## config.mk

```make
export PLATFORM = sky130hd
export DESIGN_NAME = rom_date_string_scanner_top
export DESIGN_NICKNAME = d
export VERILOG_FILES = /design/src/rdss_pkg.sv /design/src/rom_date_string_scanner_top.sv
export SDC_FILE = /design/constraint.sdc
export NUM_CORES = 1
export LEC_CHECK = 0
export BUFFER_PORTS_ARGS = -buffer_cell sky130_fd_sc_hd__buf_2
export CAP_MARGIN = 0
export CORE_MARGIN = 2
export CORE_UTILIZATION = 45
export CTS_CLUSTER_DIAMETER = 80
export DETAILED_ROUTE_END_ITERATION = 8
export SLEW_MARGIN = 20
export SYNTH_ARGS = -nofsm -noshare
export SYNTH_HDL_FRONTEND = slang
export SYNTH_SLANG_ARGS = --single-unit
```

## constraint.sdc

```tcl
create_clock -name i_clk -period 10.4 [get_ports i_clk]
set_input_delay 0.52 -clock i_clk [delete_from_list [all_inputs] [get_ports i_clk]]
set_output_delay 0.52 -clock i_clk [all_outputs]
set_load 0.05 [all_outputs]
```

## src/rdss_pkg.sv

```systemverilog
// Package for the ROM date string scanner: beat types, date record and position test.
`default_nettype none

package rdss_pkg;

    localparam int WinLen  = 10;
    localparam int ExtLen  = WinLen + 2;
    localparam int SeenW   = 4;
    localparam int FieldW  = 6;

    localparam logic [7:0] ChSlash = 8'h2F;
    localparam logic [7:0] ChZero  = 8'h30;
    localparam logic [7:0] ChOne   = 8'h31;
    localparam logic [7:0] ChTwo   = 8'h32;
    localparam logic [7:0] ChNine  = 8'h39;

    localparam logic [3:0] YearSplitTens = 4'd8;
    localparam logic [1:0] AsciiDigitTop = 2'b11;

    localparam logic [SeenW-1:0] SeenMax = SeenW'(WinLen);

    typedef struct packed {
        logic [7:0] rom_byte;
        logic       last_byte;
    } t_in_beat;

    typedef struct packed {
        logic              date_found;
        logic [FieldW-1:0] month_tens;
        logic [FieldW-1:0] month_units;
        logic [FieldW-1:0] day_tens;
        logic [FieldW-1:0] day_units;
        logic [FieldW-1:0] year_tens;
        logic [FieldW-1:0] year_units;
        logic [FieldW-1:0] century_tens;
        logic [FieldW-1:0] century_units;
    } t_out_beat;

    // Decimal digits, most significant first, so the packed value orders dates.
    typedef struct packed {
        logic [3:0] century_t;
        logic [3:0] century_u;
        logic [3:0] year_t;
        logic [3:0] year_u;
        logic [3:0] month_t;
        logic [3:0] month_u;
        logic [3:0] day_t;
        logic [3:0] day_u;
    } t_date;

    typedef struct packed {
        logic  hit;
        t_date date;
    } t_pos_res;

    // Ten bytes around one slash position: index 2 is the slash itself.
    typedef logic [WinLen-1:0][7:0] t_span;

    function automatic logic is_dig(input logic [7:0] c);
        return (c >= ChZero) && (c <= ChNine);
    endfunction

    function automatic t_pos_res eval_pos(input t_span s, input logic four_mode);
        t_pos_res r;
        logic     long_year;
        r.hit = (s[2] == ChSlash) && (s[5] == ChSlash) && is_dig(s[1]) && is_dig(s[3])
              && is_dig(s[4]) && is_dig(s[6]) && is_dig(s[7]);
        r.date.month_t = is_dig(s[0]) ? s[0][3:0] : 4'd0;
        r.date.month_u = s[1][3:0];
        r.date.day_t   = s[3][3:0];
        r.date.day_u   = s[4][3:0];
        long_year = four_mode && is_dig(s[8]) && is_dig(s[9])
                  && (((s[6] == ChOne) && (s[7] == ChNine))
                   || ((s[6] == ChTwo) && (s[7] == ChZero)));
        if (long_year) begin
            r.date.century_t = s[6][3:0];
            r.date.century_u = s[7][3:0];
            r.date.year_t    = s[8][3:0];
            r.date.year_u    = s[9][3:0];
        end else begin
            r.date.year_t = s[6][3:0];
            r.date.year_u = s[7][3:0];
            if (s[6][3:0] < YearSplitTens) begin
                r.date.century_t = ChTwo[3:0];
                r.date.century_u = ChZero[3:0];
            end else begin
                r.date.century_t = ChOne[3:0];
                r.date.century_u = ChNine[3:0];
            end
        end
        return r;
    endfunction

endpackage

`default_nettype wire

```

## src/rom_date_string_scanner_top.sv

```systemverilog
// Top level of the ROM date string scanner: input register, window scan and result register.
// A result beat is loaded into the result register as the last byte of an image leaves the
// input register. Throughput: one byte per cycle while no result stalls; the window test and the
// end-of-image flush of the two pending slash positions are combinational on the input register.
// Reset clears the window, counters, best date and both beat valid flags; the year mode
// register resets to 1. A stalled result holds back the next image's last byte and later input.
`default_nettype none

module rom_date_string_scanner_top (
    input  wire                   i_clk,
    input  wire                   i_rst_n,
    input  wire                   i_in_valid,
    output logic                  o_in_stall,
    input  wire rdss_pkg::t_in_beat i_in_data,
    output logic                  o_out_valid,
    input  wire                   i_out_stall,
    output rdss_pkg::t_out_beat   o_out_data,
    input  wire                   i_cfg_we,
    input  wire                   i_cfg_wdata
);
    import rdss_pkg::*;

    localparam int NPos = 3;

    logic                   r_mode;
    logic                   r_s1_valid;
    t_in_beat               r_s1;
    logic [WinLen-1:0][7:0] r_win;
    logic [WinLen-1:0][7:0] n_win;
    logic [SeenW-1:0]       r_seen;
    logic [SeenW-1:0]       n_seen;
    logic [1:0]             r_skip;
    logic [1:0]             n_skip;
    t_date                  r_best;
    t_date                  n_best;
    logic                   r_best_valid;
    logic                   n_best_valid;
    logic                   r_out_valid;
    t_out_beat              r_out;
    t_out_beat              n_out;

    logic [ExtLen-1:0][7:0] ext;
    t_pos_res               pos_res [NPos];
    logic [NPos-1:0]        pos_en;
    logic                   in_accept;
    logic                   out_free;
    logic                   s1_fire;

    assign out_free   = !r_out_valid || !i_out_stall;
    assign s1_fire    = r_s1_valid && (!r_s1.last_byte || out_free);
    assign o_in_stall = r_s1_valid && !s1_fire;
    assign in_accept  = i_in_valid && !o_in_stall;

    assign n_win  = {r_s1.rom_byte, r_win[WinLen-1:1]};
    assign n_seen = (r_seen < SeenMax) ? r_seen + 1'b1 : r_seen;
    // Bytes beyond the end of the image read as zero.
    assign ext    = {16'h0000, n_win};

    // Slash positions 2, 3 and 4 of the extended window; the last two only at image end.
    for (genvar g = 0; g < NPos; g++) begin : g_pos
        assign pos_res[g] = eval_pos(ext[g + 9:g], r_mode);
        assign pos_en[g]  = ((g == 0) || r_s1.last_byte)
                          && (({1'b0, n_seen} + 5'(g + 2)) >= 5'(ExtLen));
    end

    always_comb begin
        n_skip       = r_skip;
        n_best       = r_best;
        n_best_valid = r_best_valid;
        for (int i = 0; i < NPos; i++) begin
            if (pos_en[i]) begin
                if (n_skip != 2'd0) begin
                    n_skip = n_skip - 2'd1;
                end else if (pos_res[i].hit) begin
                    if (!n_best_valid || (n_best < pos_res[i].date)) begin
                        n_best = pos_res[i].date;
                    end
                    n_best_valid = 1'b1;
                    n_skip       = 2'd2;
                end
            end
        end
    end

    always_comb begin
        n_out.date_found = n_best_valid;
        if (n_best_valid) begin
            n_out.month_tens    = {AsciiDigitTop, n_best.month_t};
            n_out.month_units   = {AsciiDigitTop, n_best.month_u};
            n_out.day_tens      = {AsciiDigitTop, n_best.day_t};
            n_out.day_units     = {AsciiDigitTop, n_best.day_u};
            n_out.year_tens     = {AsciiDigitTop, n_best.year_t};
            n_out.year_units    = {AsciiDigitTop, n_best.year_u};
            n_out.century_tens  = {AsciiDigitTop, n_best.century_t};
            n_out.century_units = {AsciiDigitTop, n_best.century_u};
        end else begin
            n_out.month_tens    = '0;
            n_out.month_units   = '0;
            n_out.day_tens      = '0;
            n_out.day_units     = '0;
            n_out.year_tens     = '0;
            n_out.year_units    = '0;
            n_out.century_tens  = '0;
            n_out.century_units = '0;
        end
    end

    always_ff @(posedge i_clk) begin
        if (!i_rst_n) begin
            r_mode <= 1'b1;
        end else if (i_cfg_we) begin
            r_mode <= i_cfg_wdata;
        end
    end

    always_ff @(posedge i_clk) begin
        if (!i_rst_n) begin
            r_s1_valid <= 1'b0;
        end else if (in_accept) begin
            r_s1_valid <= 1'b1;
        end else if (s1_fire) begin
            r_s1_valid <= 1'b0;
        end
    end

    always_ff @(posedge i_clk) begin
        if (in_accept) begin
            r_s1 <= i_in_data;
        end
    end

    always_ff @(posedge i_clk) begin
        if (!i_rst_n) begin
            r_win        <= '0;
            r_seen       <= '0;
            r_skip       <= '0;
            r_best       <= '0;
            r_best_valid <= 1'b0;
        end else if (s1_fire) begin
            if (r_s1.last_byte) begin
                r_win        <= '0;
                r_seen       <= '0;
                r_skip       <= '0;
                r_best       <= '0;
                r_best_valid <= 1'b0;
            end else begin
                r_win        <= n_win;
                r_seen       <= n_seen;
                r_skip       <= n_skip;
                r_best       <= n_best;
                r_best_valid <= n_best_valid;
            end
        end
    end

    always_ff @(posedge i_clk) begin
        if (!i_rst_n) begin
            r_out_valid <= 1'b0;
        end else if (s1_fire && r_s1.last_byte) begin
            r_out_valid <= 1'b1;
        end else if (!i_out_stall) begin
            r_out_valid <= 1'b0;
        end
    end

    always_ff @(posedge i_clk) begin
        if (s1_fire && r_s1.last_byte) begin
            r_out <= n_out;
        end
    end

    assign o_out_valid = r_out_valid;
    assign o_out_data  = r_out;

endmodule

`default_nettype wire

```

==> results of run 1 <==
## layer usage
layer / wire length (um) / vias up / GRT usage (%)
li1: - / 4219 / -
met1: 12900 / 3953 / 34.0
met2: 11600 / 286 / 36.6
met3: 1690 / 30 / 3.23
met4: 477 / 0 / 7.64
met5: 0 / - / 0
## what timing repair did
action / CTS / global route
gates resized for setup: 0 / 2
setup buffers: 0 / 3
endpoints found under the setup margin: 0 / 35
## registers in the layout, summed over array words and instances, names as in the netlist
signal        cells
o_out_valid       1
r_s1              1
r_s1_valid        1
o_out_data       33
r_best_valid      1
r_seen            4
r_skip            2
r_best           32
r_mode            1
ext              80
## cells by family (layout without fill, tap and decap cells)
group,after synthesis,after routing
AOI/OAI and AO/OA,292,292
xor gates and xnor gates,1,1
adders and majority gates,88,88
buffers and inverters,144,183
DFF,156,156
muxes,39,39
other,1,4
and+or+nand+nor,443,443
## synthesized netlist by cell type (all sizes together), types with 2 or more instances
library cell,number
or3,3
mux2,18
o2111ai,3
nand3,91
o31ai,5
a211oi,8
ha,88
a22oi,18
nand2b,9
edfxtp,42
clkbuf,55
nor4,13
o21a,8
a21oi,69
buf,29
a21boi,78
nor3b,9
a21o,19
nand4b,4
o311ai,2
nor2,81
a31oi,2
nand4,22
mux2i,21
a221oi,2
and3,7
inv,60
and4b,3
dfxtp,114
a21bo,2
o211ai,6
nand2,143
or2,4
a2111o,2
nand3b,2
and4,3
o21ai,53
and2,9
nor3,13
nor2b,23
## critical path, delay by kind of cell (launching register included)
family	cells	cell delay, ps
adder cells (fa/ha/maj)	3	910
AO/OA/AOI/OAI	19	4570
buffers and inverters	5	1140
flip-flops	1	370
AND/OR/NAND/NOR	8	1430
multiplexers	3	880
## area by class of cell
class                   count  area, sq um
fillers                  2128        10700
multi-input cells         867         5710
flip-flops and latches    156         3550
repair buffers             91          520
clock buffers              23          510
well taps                 280          350
inverters                  60          225
clock inverters             9         93.8
## through the flow
step	power, mW	cell area, sq um	worst slack [ps]
floorplan	0.702	9840	766
global placement	0.723	10300	608
detailed placement	0.723	10300	425
CTS	1.36	10900	381
global route	1.39	11000	-16.2
finish	1.35	11000	824
## power groups by stage
stage / Sequential, mW / Clock, mW / Combinational [mW]
after global routing: 0.635 / 0.676 / 0.0803
final: 0.634 / 0.642 / 0.0745
after detailed placement: 0.648 / 0 / 0.0747
after floorplan: 0.659 / 0 / 0.0431
after CTS: 0.634 / 0.651 / 0.0749
after global placement: 0.648 / 0 / 0.0748
## path summary, 6_finish.rpt
check / cells past startpoint / start / slack, ps / endpoint
worst max-delay path: 38 / ext[73] / 820 / o_out_data[27]
worst min-delay path: 1 / i_in_data[8] / 260 / ext[79]
worst max register to register: 38 / ext[73] / 820 / o_out_data[27]
worst min register to register: 2 / ext[4] / 460 / ext[4]
==> flow_metrics.py, run 1 <==
metrics = {
    "status": {
        "status": "complete, no violations",
    },
    "global_routing": {
        "track_usage_pct": 23.7,
        "overflow": 0,
        "antenna_found_initial": 0,
        "grt_pass1_wl_mm": 42.1,
        "grt_pass1_vias": 7869,
        "grt_max_degree": 84,
    },
    "worst_hold_path": {
        "hold_path.class": "in -> reg",
    },
    "setup_path": {
        "slowest_delay_ps": 400,
        "endpoint_kind": "flip-flop",
        "start_kind": "flip-flop",
        "crit_type": "reg -> reg",
        "crit_arrival_ps": 9760,
        "worst-path-max-fanout": 23,
        "required_ps": 10580,
        "crit_path_frequent_cell": "buf_4",
        "crit_slowest_cell": "a2111o_1",
    },
    "die": {
        "rows": 54,
        "die_w_um": 152,
        "start_util_pct": 45.5,
        "die_area_sq_um": 23000,
        "ios": 66,
        "die_h_um": 152,
        "core_area_sq_um": 21600,
    },
    "timing": {
        "min_period_ps": 9580,
        "drv_slew": 0,
        "period_share_pct": 92.1,
        "finalClockSkew_ps": 13.2,
        "hold_ws_ps": 256,
        "tightest_slew_ps": 911,
        "tns_ps": 0,
        "setup_viol": 0,
        "slew_headroom_pct": 39.3,
        "timing.final.hold_violations": 0,
        "max_freq_mhz": 104,
    },
    "power": {
        "p_leak_nw": 4.17,
        "p_per_area_nw_per_um2": 123,
        "power_switching_mw": 0.328,
        "pwr-share-clk_pct": 47.5,
        "vdd_drop_max_v": 0.0000974,
        "p_int_mw": 1.02,
        "combinationalPowerShare_pct": 5.5,
        "seqPwrFrac_pct": 47.0,
        "switching_share_pct": 24.3,
    },
    "final_layout": {
        "finalNonFillerCells": 1486,
        "layout-drive-gt1-share_pct": 13.4,
        "finalNetCount": 1296,
        "final_common_cell": "nand2_1",
        "utilization_pct": 50.7,
        "area_growth_pct": 11.5,
        "final_cell_mix": "142 x nand2_1, 112 x dfxtp_1, 91 x nand3_1, 88 x ha_1, 81 x nor2_1",
        "n_antenna_cell": 0,
    },
    "place": {
        "dp.cells": 1451,
        "gp_congestion": 0.961,
        "io_buffers": 65,
        "dp_hpwl_mm": 18.9,
    },
    "clocking": {
        "cts_root_buf": "clkbuf_16",
        "clkTransAtPathRegs_ps": 70,
        "cts_tree": "built",
        "cts_max_level": 4,
        "cts_hold_buf": 0,
        "numClockSinks": 156,
        "clk_path_buf_depth": 2,
        "clock_latency_ps": 440,
        "cts_buffers": 17,
    },
    "synth": {
        "yosys_register_bits": 156,
        "yosys.area_share.simple_pct": 21.9,
        "ys_warn_count": 0,
        "synth-compound-area-share_pct": 20.1,
        "synthAdderAreaFrac_pct": 11.2,
        "synth_edf_count": 42,
        "netlist_instances": 1164,
        "synthXorXnorAreaFrac_pct": 0.0891,
        "synth.top_cell.area_share_pct": 23.2,
        "synth_largest_area_cell": "dfxtp_1",
        "synth_area_sq_um": 9830,
        "synthArstFlopShare_pct": 0,
        "synth_ff_type": "dfxtp_1",
        "synthMuxAreaShare_pct": 4.24,
        "syn_area_per_cell_sq_um": 8.44,
        "synth_cell_types": 76,
        "synth_area_leaders": "dfxtp_1 23%, edfxtp_1 13%, ha_1 11%",
        "synth_top_family_by_area": "simple AND/OR/NAND/NOR gates",
        "ys_seq_area_share_pct": 36.1,
    },
    "drt": {
        "wl_mm": 26.7,
        "route.detailed.drc": 0,
        "wl_per_cell_um": 18.0,
        "final_antenna_net_count": 0,
        "dr.pass1.iters": 5,
        "drt_iter0_drc": 682,
        "via_count": 8488,
        "via_per_inst": 5.71,
    },
    "job": {
        "drv_cap": 0,
    },
}
No activity file was read; power rests on OpenSTA's default activity.
==> inputs of run 2 (changes only) <==
--- a/config.mk
+++ b/config.mk
@@ -7,6 +7,7 @@
 export LEC_CHECK = 0
 export BUFFER_PORTS_ARGS = -buffer_cell sky130_fd_sc_hd__buf_2
 export CAP_MARGIN = 0
+export CORE_ASPECT_RATIO = 0.5
 export CORE_MARGIN = 2
 export CORE_UTILIZATION = 45
 export CTS_CLUSTER_DIAMETER = 80
==> flow_metrics.py, run 2 (synthesis results as in run 1) <==
metrics = {
    "timing": {
        "rsz0062_at_grt": "false",
        "hold_ws_ps": 248,
        "tightest_slew_ps": 887,
        "drv_slew": 0,
        "min_period_ps": 9850,
        "period_share_pct": 94.7,
        "finalClockSkew_ps": 11.9,
        "max_freq_mhz": 102,
        "tns_ps": 0,
        "timing.final.hold_violations": 0,
        "slew_headroom_pct": 40.8,
        "setup_viol": 0,
    },
    "setup_path": {
        "ff2ff_path_depth": 36,
        "crit_arrival_ps": 10040,
        "worst-path-max-fanout": 23,
        "crit_slowest_cell": "a21oi_2",
        "required_ps": 10590,
        "crit_type": "reg -> reg",
        "start_kind": "flip-flop",
        "endpoint_kind": "flip-flop",
        "crit_family": "compound AO/OA/AOI/OAI gates",
        "cp.depth": 36,
        "slowest_delay_ps": 540,
        "path_buf_inv": 4,
    },
    "job": {
        "drv_cap": 0,
    },
    "clocking": {
        "clkTransAtPathRegs_ps": 70,
        "cts_max_level": 4,
        "cts_buffers": 17,
        "cts_root_buf": "clkbuf_16",
        "clk_path_buf_depth": 2,
        "clock_latency_ps": 440,
        "cts_tree": "built",
        "numClockSinks": 156,
    },
    "final_layout": {
        "final_common_cell": "nand2_1",
        "final_cell_mix": "142 x nand2_1, 113 x dfxtp_1, 91 x nand3_1, 88 x ha_1, 81 x nor2_1",
        "layout-drive-gt1-share_pct": 13.8,
        "n_antenna_cell": 0,
        "utilization_pct": 51.1,
        "finalNetCount": 1300,
        "area_growth_pct": 11.9,
        "largest_reg_flops": 80,
        "finalNonFillerCells": 1509,
    },
    "global_routing": {
        "grt_pass1_vias": 8052,
        "antenna_found_initial": 0,
        "track_usage_pct": 25.6,
        "overflow": 0,
        "grt_max_degree": 95,
        "grt_pass1_wl_mm": 44.9,
    },
    "die": {
        "die_h_um": 109,
        "die_area_sq_um": 23100,
        "die_w_um": 213,
        "start_util_pct": 45.6,
        "core_area_sq_um": 21500,
        "ios": 66,
        "rows": 38,
    },
    "worst_hold_path": {
        "whs_path_depth": 1,
        "hold_path.class": "in -> reg",
    },
    "power": {
        "vdd_drop_max_v": 0.0000838,
        "p_leak_nw": 4.16,
        "power_mw": 1.33,
        "p_per_area_nw_per_um2": 121,
    },
    "drt": {
        "via_count": 8641,
        "via_per_inst": 5.73,
        "wl_mm": 28.6,
        "wl_per_cell_um": 18.9,
        "drt_iter0_drc": 832,
        "final_antenna_net_count": 0,
        "route.detailed.drc": 0,
        "dr.pass1.iters": 5,
    },
    "status": {
        "status": "complete, no violations",
    },
    "place": {
        "gp_congestion": 0.941,
        "dp_hpwl_mm": 20.8,
        "io_buffers": 65,
        "dp.cells": 1473,
    },
}
## run 2: cell types whose count changed in the layout (fill, tap and decap cells not counted), sizes merged
cell    delta
clkinv     +1
buf        +3
a21oi      +1
clkbuf     -4
inv        +2
## run 2: repair_timing
action	CTS	global route
setup endpoints to repair	0	37
hold buffers	0	0
resized for setup	0	2
setup buffers	0	4
## run 2: area by class of cell
type,instances,area (sq um)
multi-input combinational,868,5720
timing repair buffer,94,568
tap,300,375
fill,2026,10500
clock buffer,19,454
inverter,60,225
clock inverter,12,109
sequential,156,3540
## run 2: worst paths after layout
path,from,to,slack [ps]
max,ext[49],o_out_data[24],550
min,i_in_data[5],ext[76],250
max reg2reg,ext[49],o_out_data[24],550
min reg2reg,ext[0],ext[0],470
## run 2: through the flow
step           setup WS [ps]  area (sq um)
4_1_cts                  235         10900
2_1_floorplan            766          9840
3_3_place_gp             771         10400
3_5_place_dp             302         10400
6_report                 550         11000
5_1_grt                 67.6         11000
## run 2: layer usage
layer | vias to the layer above | GRT usage [%] | share of wire, %
met5 | - | 0 | 0
met1 | 4124 | 36.5 | 49
met2 | 267 | 39.2 | 43
li1 | 4219 | - | -
met3 | 31 | 4.82 | 6.3
met4 | 0 | 7.49 | 1.8
## run 2: report_power, final
part           internal, mW  leakage (nW)  switching [mW]  total, mW
Combinational        0.0185          2.57          0.0581     0.0767
Sequential            0.629          1.31         0.00484      0.634
Clock                 0.345         0.285           0.271      0.616
